File: src/rtl/core/srr_pkg.sv
// Package for the selective-repeat reorder receiver.
// Holds sizes, result and disposition codes, and the request to the modulo unit.
// No dependencies.
package srr_pkg;

	localparam int WINDOW_SLOTS = 8;
	localparam int SLOT_W = (WINDOW_SLOTS > 1) ? $clog2(WINDOW_SLOTS) : 1;
	localparam int CNT_W = $clog2(WINDOW_SLOTS + 1);
	localparam int SEQ_W = 16;
	localparam int LEN_W = 11;
	localparam int SUM_W = SEQ_W + 1;

	localparam logic [1:0] KIND_SYNACK = 2'd0;
	localparam logic [1:0] KIND_DATA = 2'd1;
	localparam logic [1:0] KIND_FIN = 2'd2;

	localparam logic [1:0] OK_DELIVER = 2'd0;
	localparam logic [1:0] OK_ACK = 2'd1;
	localparam logic [1:0] OK_FINACK = 2'd2;

	localparam logic [2:0] DISP_INORDER = 3'd0;
	localparam logic [2:0] DISP_BUFFERED = 3'd1;
	localparam logic [2:0] DISP_DUP = 3'd2;
	localparam logic [2:0] DISP_FULL = 3'd3;
	localparam logic [2:0] DISP_CONTROL = 3'd4;

	localparam logic [2:0] ADDR_SEQ_MODULUS = 3'd0;
	localparam logic [SEQ_W-1:0] MODULUS_RESET = 16'd30720;

	typedef struct packed {
		logic go;
		logic [SUM_W-1:0] dividend;
	} srr_mod_req_t;

endpackage

File: src/rtl/core/srr_mod.sv
// Bit-serial restoring remainder unit: dividend modulo the sequence modulus.
// Takes one dividend bit per cycle. Depends on srr_pkg.
module srr_mod
	import srr_pkg::*;
(
	input  logic clk,
	input  logic arst_n,
	input  srr_mod_req_t req,
	input  logic [SEQ_W-1:0] modulus,
	output logic done,
	output logic [SEQ_W-1:0] rem
);

	localparam int STEP_W = $clog2(SUM_W + 1);

	logic [SUM_W-1:0] div_q;
	logic [SUM_W-1:0] rem_q;
	logic [STEP_W-1:0] steps_q;
	logic run_q;
	logic done_q;
	logic [SUM_W-1:0] m_full;
	logic [SUM_W:0] trial;

	// A modulus of zero stands for the full 16-bit space.
	assign m_full = (modulus == '0) ? {1'b1, {SEQ_W{1'b0}}} : {1'b0, modulus};
	assign trial = {rem_q, div_q[SUM_W-1]};

	always_ff @(posedge clk or negedge arst_n) begin
		if (!arst_n) begin
			run_q <= 1'b0;
			done_q <= 1'b0;
			steps_q <= '0;
		end else begin
			done_q <= 1'b0;
			if (req.go) begin
				run_q <= 1'b1;
				steps_q <= STEP_W'(SUM_W);
			end else if (run_q) begin
				steps_q <= steps_q - 1'b1;
				if (steps_q == STEP_W'(1)) begin
					run_q <= 1'b0;
					done_q <= 1'b1;
				end
			end
		end
	end

	always_ff @(posedge clk) begin
		if (req.go) begin
			div_q <= req.dividend;
			rem_q <= '0;
		end else if (run_q) begin
			div_q <= {div_q[SUM_W-2:0], 1'b0};
			if (trial >= {1'b0, m_full}) begin
				rem_q <= SUM_W'(trial - {1'b0, m_full});
			end else begin
				rem_q <= trial[SUM_W-1:0];
			end
		end
	end

	assign done = done_q;
	assign rem = rem_q[SEQ_W-1:0];

endmodule

File: src/rtl/core/selective_repeat_reorder_receiver.sv
// Top level of the selective-repeat reorder receiver: sequencer, hold buffer,
// recent ring and APB register. Depends on srr_pkg and srr_mod.
//
// channel   signals                                   handshake
// request   kind pkt_seq pkt_ack payload_len          start high, busy low
// result    out_kind deliver_seq deliver_len          result_valid, one cycle
//           reply_seq reply_ack disposition last
// config    psel penable pwrite paddr pwdata prdata   APB, pready always high
//
// A SYN-ACK or FIN is accepted, runs through the bit-serial modulo unit, and then
// updates state and presents the reply. An in-order packet is delivered on
// acceptance and passes through the modulo unit; each held packet that a scan of the
// hold buffer then finds next in order does the same, and a final scan finding none
// ends with the acknowledgement; an out-of-order packet is answered on acceptance.
// Reset clears the expectation, valid bits and ring counters; no clearing pass.
// Results leave as one-cycle strobes and are never held off.
module selective_repeat_reorder_receiver
	import srr_pkg::*;
(
	input  logic clk,
	input  logic arst_n,
	input  logic start,
	output logic busy,
	input  logic [1:0] kind,
	input  logic [SEQ_W-1:0] pkt_seq,
	input  logic [SEQ_W-1:0] pkt_ack,
	input  logic [LEN_W-1:0] payload_len,
	output logic result_valid,
	output logic [1:0] out_kind,
	output logic [SEQ_W-1:0] deliver_seq,
	output logic [LEN_W-1:0] deliver_len,
	output logic [SEQ_W-1:0] reply_seq,
	output logic [SEQ_W-1:0] reply_ack,
	output logic [2:0] disposition,
	output logic last,
	input  logic psel,
	input  logic penable,
	input  logic pwrite,
	input  logic [2:0] paddr,
	input  logic [31:0] pwdata,
	output logic [31:0] prdata,
	output logic pready
);

	typedef enum logic [1:0] {
		ST_IDLE,
		ST_MOD,
		ST_SCAN
	} state_t;

	state_t state_q;
	logic [SEQ_W-1:0] modulus_q;
	logic [SEQ_W-1:0] expected_q;
	logic [1:0] kind_q;
	logic [SEQ_W-1:0] ack_q;
	logic [SLOT_W-1:0] idx_q;
	logic [SEQ_W-1:0] held_seq_q [WINDOW_SLOTS];
	logic [LEN_W-1:0] held_len_q [WINDOW_SLOTS];
	logic [WINDOW_SLOTS-1:0] held_valid_q;
	logic [SEQ_W-1:0] recent_seq_q [WINDOW_SLOTS];
	logic [CNT_W-1:0] recent_count_q;
	logic [SLOT_W-1:0] recent_head_q;

	logic res_valid_q;
	logic [1:0] res_kind_q;
	logic [SEQ_W-1:0] res_dseq_q;
	logic [LEN_W-1:0] res_dlen_q;
	logic [SEQ_W-1:0] res_rseq_q;
	logic [SEQ_W-1:0] res_rack_q;
	logic [2:0] res_disp_q;
	logic res_last_q;

	srr_mod_req_t mod_req;
	logic mod_done;
	logic [SEQ_W-1:0] mod_rem;

	logic dup_hit;
	logic free_any;
	logic [SLOT_W-1:0] free_idx;
	logic scan_hit;
	logic accept;
	logic push_en;
	logic [SEQ_W-1:0] push_seq;

	srr_mod u_mod (
		.clk(clk),
		.arst_n(arst_n),
		.req(mod_req),
		.modulus(modulus_q),
		.done(mod_done),
		.rem(mod_rem)
	);

	assign accept = start && (state_q == ST_IDLE);
	assign busy = (state_q != ST_IDLE);
	assign scan_hit = held_valid_q[idx_q] && (held_seq_q[idx_q] == expected_q);

	// Duplicate check over the hold buffer and the written part of the ring; also finds the lowest free hold slot.
	always_comb begin
		dup_hit = 1'b0;
		free_any = 1'b0;
		free_idx = '0;
		for (int i = WINDOW_SLOTS - 1; i >= 0; i--) begin
			if (held_valid_q[i]) begin
				if (held_seq_q[i] == pkt_seq) dup_hit = 1'b1;
			end else begin
				free_any = 1'b1;
				free_idx = SLOT_W'(i);
			end
			if ((CNT_W'(i) < recent_count_q) && (recent_seq_q[i] == pkt_seq)) begin
				dup_hit = 1'b1;
			end
		end
	end

	always_comb begin
		mod_req.go = 1'b0;
		mod_req.dividend = '0;
		push_en = 1'b0;
		push_seq = pkt_seq;
		unique case (state_q)
			ST_IDLE: begin
				if (accept) begin
					if (kind == KIND_SYNACK || kind == KIND_FIN) begin
						mod_req.go = 1'b1;
						mod_req.dividend = SUM_W'(pkt_seq) + SUM_W'(1);
						push_en = (kind == KIND_SYNACK);
					end else if (kind == KIND_DATA && pkt_seq == expected_q) begin
						mod_req.go = 1'b1;
						mod_req.dividend = SUM_W'(expected_q) + SUM_W'(payload_len);
						push_en = 1'b1;
					end
				end
			end
			ST_SCAN: begin
				if (scan_hit) begin
					mod_req.go = 1'b1;
					mod_req.dividend = SUM_W'(expected_q) + SUM_W'(held_len_q[idx_q]);
					push_en = 1'b1;
					push_seq = held_seq_q[idx_q];
				end
			end
			default: begin
			end
		endcase
	end

	always_ff @(posedge clk or negedge arst_n) begin
		if (!arst_n) begin
			state_q <= ST_IDLE;
			modulus_q <= MODULUS_RESET;
			expected_q <= '0;
			held_valid_q <= '0;
			recent_count_q <= '0;
			recent_head_q <= '0;
			res_valid_q <= 1'b0;
			res_kind_q <= OK_DELIVER;
			res_dseq_q <= '0;
			res_dlen_q <= '0;
			res_rseq_q <= '0;
			res_rack_q <= '0;
			res_disp_q <= DISP_INORDER;
			res_last_q <= 1'b0;
			idx_q <= '0;
			kind_q <= KIND_SYNACK;
		end else begin
			res_valid_q <= 1'b0;
			if (psel && penable && pwrite && paddr == ADDR_SEQ_MODULUS) begin
				modulus_q <= pwdata[SEQ_W-1:0];
			end
			if (push_en) begin
				recent_head_q <= (recent_head_q == SLOT_W'(WINDOW_SLOTS - 1))
					? '0 : recent_head_q + 1'b1;
				if (recent_count_q != CNT_W'(WINDOW_SLOTS)) begin
					recent_count_q <= recent_count_q + 1'b1;
				end
			end
			unique case (state_q)
				ST_IDLE: begin
					if (accept) begin
						kind_q <= kind;
						if (kind == KIND_SYNACK || kind == KIND_FIN) begin
							state_q <= ST_MOD;
						end else if (kind == KIND_DATA) begin
							if (pkt_seq == expected_q) begin
								res_valid_q <= 1'b1;
								res_kind_q <= OK_DELIVER;
								res_dseq_q <= pkt_seq;
								res_dlen_q <= payload_len;
								res_rseq_q <= '0;
								res_rack_q <= '0;
								res_disp_q <= DISP_INORDER;
								res_last_q <= 1'b0;
								state_q <= ST_MOD;
							end else begin
								res_valid_q <= 1'b1;
								res_kind_q <= OK_ACK;
								res_dseq_q <= '0;
								res_dlen_q <= '0;
								res_rseq_q <= pkt_ack;
								res_rack_q <= expected_q;
								res_last_q <= 1'b1;
								if (dup_hit) begin
									res_disp_q <= DISP_DUP;
								end else if (!free_any) begin
									res_disp_q <= DISP_FULL;
								end else begin
									res_disp_q <= DISP_BUFFERED;
									held_valid_q[free_idx] <= 1'b1;
								end
							end
						end
					end
				end
				ST_MOD: begin
					if (mod_done) begin
						if (kind_q == KIND_DATA) begin
							expected_q <= mod_rem;
							idx_q <= '0;
							state_q <= ST_SCAN;
						end else begin
							if (kind_q == KIND_SYNACK) expected_q <= mod_rem;
							res_valid_q <= 1'b1;
							res_kind_q <= (kind_q == KIND_SYNACK) ? OK_ACK : OK_FINACK;
							res_dseq_q <= '0;
							res_dlen_q <= '0;
							res_rseq_q <= ack_q;
							res_rack_q <= mod_rem;
							res_disp_q <= DISP_CONTROL;
							res_last_q <= 1'b1;
							state_q <= ST_IDLE;
						end
					end
				end
				ST_SCAN: begin
					if (scan_hit) begin
						res_valid_q <= 1'b1;
						res_kind_q <= OK_DELIVER;
						res_dseq_q <= held_seq_q[idx_q];
						res_dlen_q <= held_len_q[idx_q];
						res_rseq_q <= '0;
						res_rack_q <= '0;
						res_disp_q <= DISP_INORDER;
						res_last_q <= 1'b0;
						held_valid_q[idx_q] <= 1'b0;
						state_q <= ST_MOD;
					end else if (idx_q == SLOT_W'(WINDOW_SLOTS - 1)) begin
						res_valid_q <= 1'b1;
						res_kind_q <= OK_ACK;
						res_dseq_q <= '0;
						res_dlen_q <= '0;
						res_rseq_q <= ack_q;
						res_rack_q <= expected_q;
						res_disp_q <= DISP_INORDER;
						res_last_q <= 1'b1;
						state_q <= ST_IDLE;
					end else begin
						idx_q <= idx_q + 1'b1;
					end
				end
				default: begin
					state_q <= ST_IDLE;
				end
			endcase
		end
	end

	// Payload storage carries no reset.
	always_ff @(posedge clk) begin
		if (accept) begin
			ack_q <= pkt_ack;
			if (kind == KIND_DATA && pkt_seq != expected_q && !dup_hit && free_any) begin
				held_seq_q[free_idx] <= pkt_seq;
				held_len_q[free_idx] <= payload_len;
			end
		end
		if (push_en) begin
			recent_seq_q[recent_head_q] <= push_seq;
		end
	end

	assign prdata = (paddr == ADDR_SEQ_MODULUS) ? {16'd0, modulus_q} : 32'd0;
	assign pready = 1'b1;

	assign result_valid = res_valid_q;
	assign out_kind = res_kind_q;
	assign deliver_seq = res_dseq_q;
	assign deliver_len = res_dlen_q;
	assign reply_seq = res_rseq_q;
	assign reply_ack = res_rack_q;
	assign disposition = res_disp_q;
	assign last = res_last_q;

endmodule

File: config.mk
export PLATFORM = sky130hd
export DESIGN_NAME = selective_repeat_reorder_receiver
export DESIGN_NICKNAME = d
export VERILOG_FILES = /design/src/rtl/core/srr_pkg.sv /design/src/rtl/core/srr_mod.sv /design/src/rtl/core/selective_repeat_reorder_receiver.sv
export SDC_FILE = /design/constraint.sdc
export NUM_CORES = 1
export LEC_CHECK = 0
export BUFFER_PORTS_ARGS = -buffer_cell sky130_fd_sc_hd__buf_2
export CORE_UTILIZATION = 35
export DETAILED_ROUTE_END_ITERATION = 16
export GPL_ROUTABILITY_DRIVEN = 0
export GPL_TIMING_DRIVEN = 0
export PLACE_DENSITY = 0.51
export SLEW_MARGIN = 20
export SYNTH_ARGS = -nofsm -noshare
export SYNTH_HDL_FRONTEND = slang
export SYNTH_SLANG_ARGS = --single-unit
File: constraint.sdc
create_clock -name clk -period 5.2 [get_ports clk]
set_input_delay 0.26 -clock clk [delete_from_list [all_inputs] [get_ports clk]]
set_output_delay 0.26 -clock clk [all_outputs]
set_load 0.03 [all_outputs]
==> results.py <==
metrics = {
    "timing": {
        "fin_hold_ws_ns": 0.0258,
        "min_period_over_period": 0.991,
        "finalSetupViolCount": 0,
        "period_needed_ns": 5.16,
        "fin_skew_ns": 0.0247,
        "fmax_ghz": 0.194,
        "slew_headroom": 0.204,
        "tightest_slew_ns": 1.19,
        "final_hold_viol_count": 0,
        "slew_violations": 0,
    },
    "clock_tree": {
        "max-clock-path-buffers": 3,
        "clkTransAtPathRegs_ns": 0.06,
        "clk_latency_ns": 0.63,
        "clock-sinks": 521,
        "cts_tree": "yes",
        "cts_root_buf": "clkbuf_16",
        "cts_made_buffers": 58,
        "htree_levels": 2,
    },
    "setup_path": {
        "r2r_setup_slack_ns": 0.04,
        "path_class": "reg -> reg",
        "r2r_start": "idx_q[2]",
        "endpoint_kind": "register",
        "r2r-end": "recent_seq_q[4][5]",
        "worstPathArrival_ns": 5.62,
        "cp.required_ns": 5.66,
        "cp_max_fo": 10,
        "rr_worst_depth": 13,
        "start_kind": "register",
    },
    "placement": {
        "hpwlAfterDp_um": 67800,
        "dp.cells": 3360,
        "post_dp_cell_area_um2": 28700,
        "io_buffers": 151,
    },
    "run_status": {
        "status": "finished, final reports clean",
    },
    "global_routing": {
        "grt_use_total": 0.243,
        "grt_max_degree": 67,
        "antenna_found_initial": 1,
        "grt_pass1_vias": 19300,
        "grt_pass1_wl_um": 134000,
        "grt_remaining_overflow": 0,
    },
    "cells_and_area": {
        "multi_input_area_um2": 10800,
        "layout-drive-gt1-share": 0.167,
        "fin_nets": 2655,
        "fillers": 7011,
        "final_cell_area_um2": 31300,
        "regArea_um2": 14800,
        "final_cell_mix": "edfxtp_1 (377), xor2_1 (203), nand2_1 (183)",
        "final-instance-count-excl-fill": 3524,
        "mostFrequentLayoutCell": "edfxtp_1",
        "area_delta_synth_final_pct": 19.3,
        "utilization": 0.425,
    },
    "die": {
        "die_h_um": 276,
        "rows": 99,
        "io_pins": 186,
        "core-area_um2": 73600,
        "start_util": 0.356,
        "dieWidth_um": 276,
        "die-area_um2": 76000,
    },
    "synthesis": {
        "synth_area_leader_cell": "edfxtp_1",
        "seq_area_frac_synth": 0.566,
        "synth.top_cell.area_share": 0.432,
        "yosys_warnings": 0,
        "synth-edff-count": 377,
        "ys_top_cells_by_area": "edfxtp_1 (43%), dfrtp_1 (12%), xor2_1 (6.8%)",
        "ys_types": 84,
        "syn_area_um2": 26200,
        "synthArstFlopShare": 0.244,
        "ys_ff_latch": 521,
        "syn_avg_cell_area_um2": 11.9,
        "synthCells": 2208,
        "synth_ff_type": "edfxtp_1",
    },
    "hold_path": {
        "min_path_type": "in -> reg",
        "holdPathEnd": "held_len_q[0][1]",
        "min_from": "payload_len[1]",
        "worstHoldPathCells": 1,
    },
    "drt": {
        "wl_um": 92900,
        "drtIter0Drc": 2200,
        "drtAntennaViolNets": 0,
        "dr_total_vias": 19900,
        "wl_per_cell_um": 26.3,
        "drt-vias-per-instance": 5.65,
        "detail_route.first_pass.iterations": 6,
        "drc": 0,
    },
    "power": {
        "p_per_area_nw_per_um2": 478,
        "leakage_nw": 11.6,
        "vdd_drop_max_v": 0.000310,
        "p_total_w": 0.0150,
    },
    "flow_run": {
        "maxCapViolCount": 0,
    },
}
[repair_timing]
item / CTS / global route
setup endpoints to repair: 120 / 118
hold buffers: 52 / 0
gates resized for setup: 11 / 18
setup buffers: 2 / 0
pin swaps: 1 / 0
hold endpoints to repair: 251 / 0
[sequential cells by signal (all words and copies together) (netlist names), 11 cells and up]
name	cells
held_len_q	88
recent_seq_q	128
deliver_len	11
held_seq_q	128
reply_ack	16
reply_seq	16
u_mod.rem_q	17
modulus_q	16
u_mod.div_q	17
deliver_seq	16
expected_q	16
ack_q	16
[routing by layer]
metal	up-vias	track usage	part of all wire
li1	8796	-	-
met1	9947	0.346	0.44
met2	983	0.374	0.44
met3	191	0.0360	0.083
met4	0	0.0894	0.038
met5	-	0	0
[synth_stat cells (23+ instances only)]
cell type  count
xnor2_1      137
buf_1         33
mux2_2        36
a221oi_1      44
edfxtp_1     377
a21oi_1       40
a22oi_1       30
nor4_1        58
xor2_1       203
buf_2         29
o21ai_0       59
nand2_1      183
nor2_1       146
clkbuf_1      69
dfrtp_1      123
nor3_1        39
nand3_1       67
ha_1          52
and2_1        23
nand4_1       40
inv_1         40
[per-stage QoR]
| stage | setup TNS [ns] | setup WS [ns] |
|---|---|---|
| after floorplan | 0 | 0.841 |
| after global placement | -676.94 | -2.17 |
| after detailed placement | -80.72 | -0.705 |
| after CTS | 0 | 0.0285 |
| after global routing | -0.136 | -0.0877 |
| final | 0 | 0.0449 |
[worst max-delay path, stage by stage (launching register included)]
cell       delay [ns]
dfrtp_1          0.42
buf_2            0.32
buf_2            0.43
mux4_2           0.40
mux2i_2          0.46
xor2_1           0.24
o2111ai_1        0.18
or3_1            0.44
nor4_4           0.43
nand2_1          0.29
clkbuf_1         0.34
buf_2            0.31
o21ai_1          0.43
buf_4            0.27
[layout make-up]
| type | count | share of cell area |
|---|---|---|
| Antenna cell | 1 | 0.0000800 |
| Inverter | 42 | 0.00504 |
| Tap cell | 959 | 0.0384 |
| Timing Repair Buffer | 232 | 0.0535 |
| Buffer | 153 | 0.0233 |
| Multi-Input combinational cell | 1506 | 0.344 |
| Sequential cell | 521 | 0.475 |
| Clock buffer | 80 | 0.0537 |
| Clock inverter | 30 | 0.00752 |
[worst max path at each step]
stage / startpoint / end / slack, ns / depth (start not counted)
after floorplan: idx_q[1] / u_mod.div_q[15] / 0.84 / 17
after global placement: pkt_seq[10] / held_seq_q[6][6] / -2.17 / 12
after detailed placement: idx_q[1] / recent_seq_q[6][1] / -0.70 / 12
after CTS: idx_q[1] / recent_seq_q[6][3] / 0.03 / 13
after global routing: idx_q[0] / u_mod.div_q[15] / -0.09 / 17
final: idx_q[2] / recent_seq_q[4][5] / 0.04 / 13
[power breakdown]
group / switching (W) / total [W] / leakage [nW] / internal, W
clock: 0.00174 / 0.00414 / 0.930 / 0.00240
sequential: 0.000543 / 0.00564 / 5.14 / 0.00510
combinational: 0.00337 / 0.00517 / 5.49 / 0.00180
[cell families (layout without fill, tap and decap cells)]
kind of cell | after synthesis | in the layout | share of synthesized area
AND/OR/NAND/NOR | 621 | 621 | 0.114
flip-flops | 521 | 521 | 0.566
AO/OA/AOI/OAI | 399 | 399 | 0.112
XOR/XNOR | 340 | 340 | 0.114
buffers and inverters | 196 | 537 | 0.0332
multiplexers | 74 | 74 | 0.0336
adder cells (fa/ha/maj) | 55 | 55 | 0.0271
other | 2 | 18 | 0.000287
(Power assumes the default switching activity.)
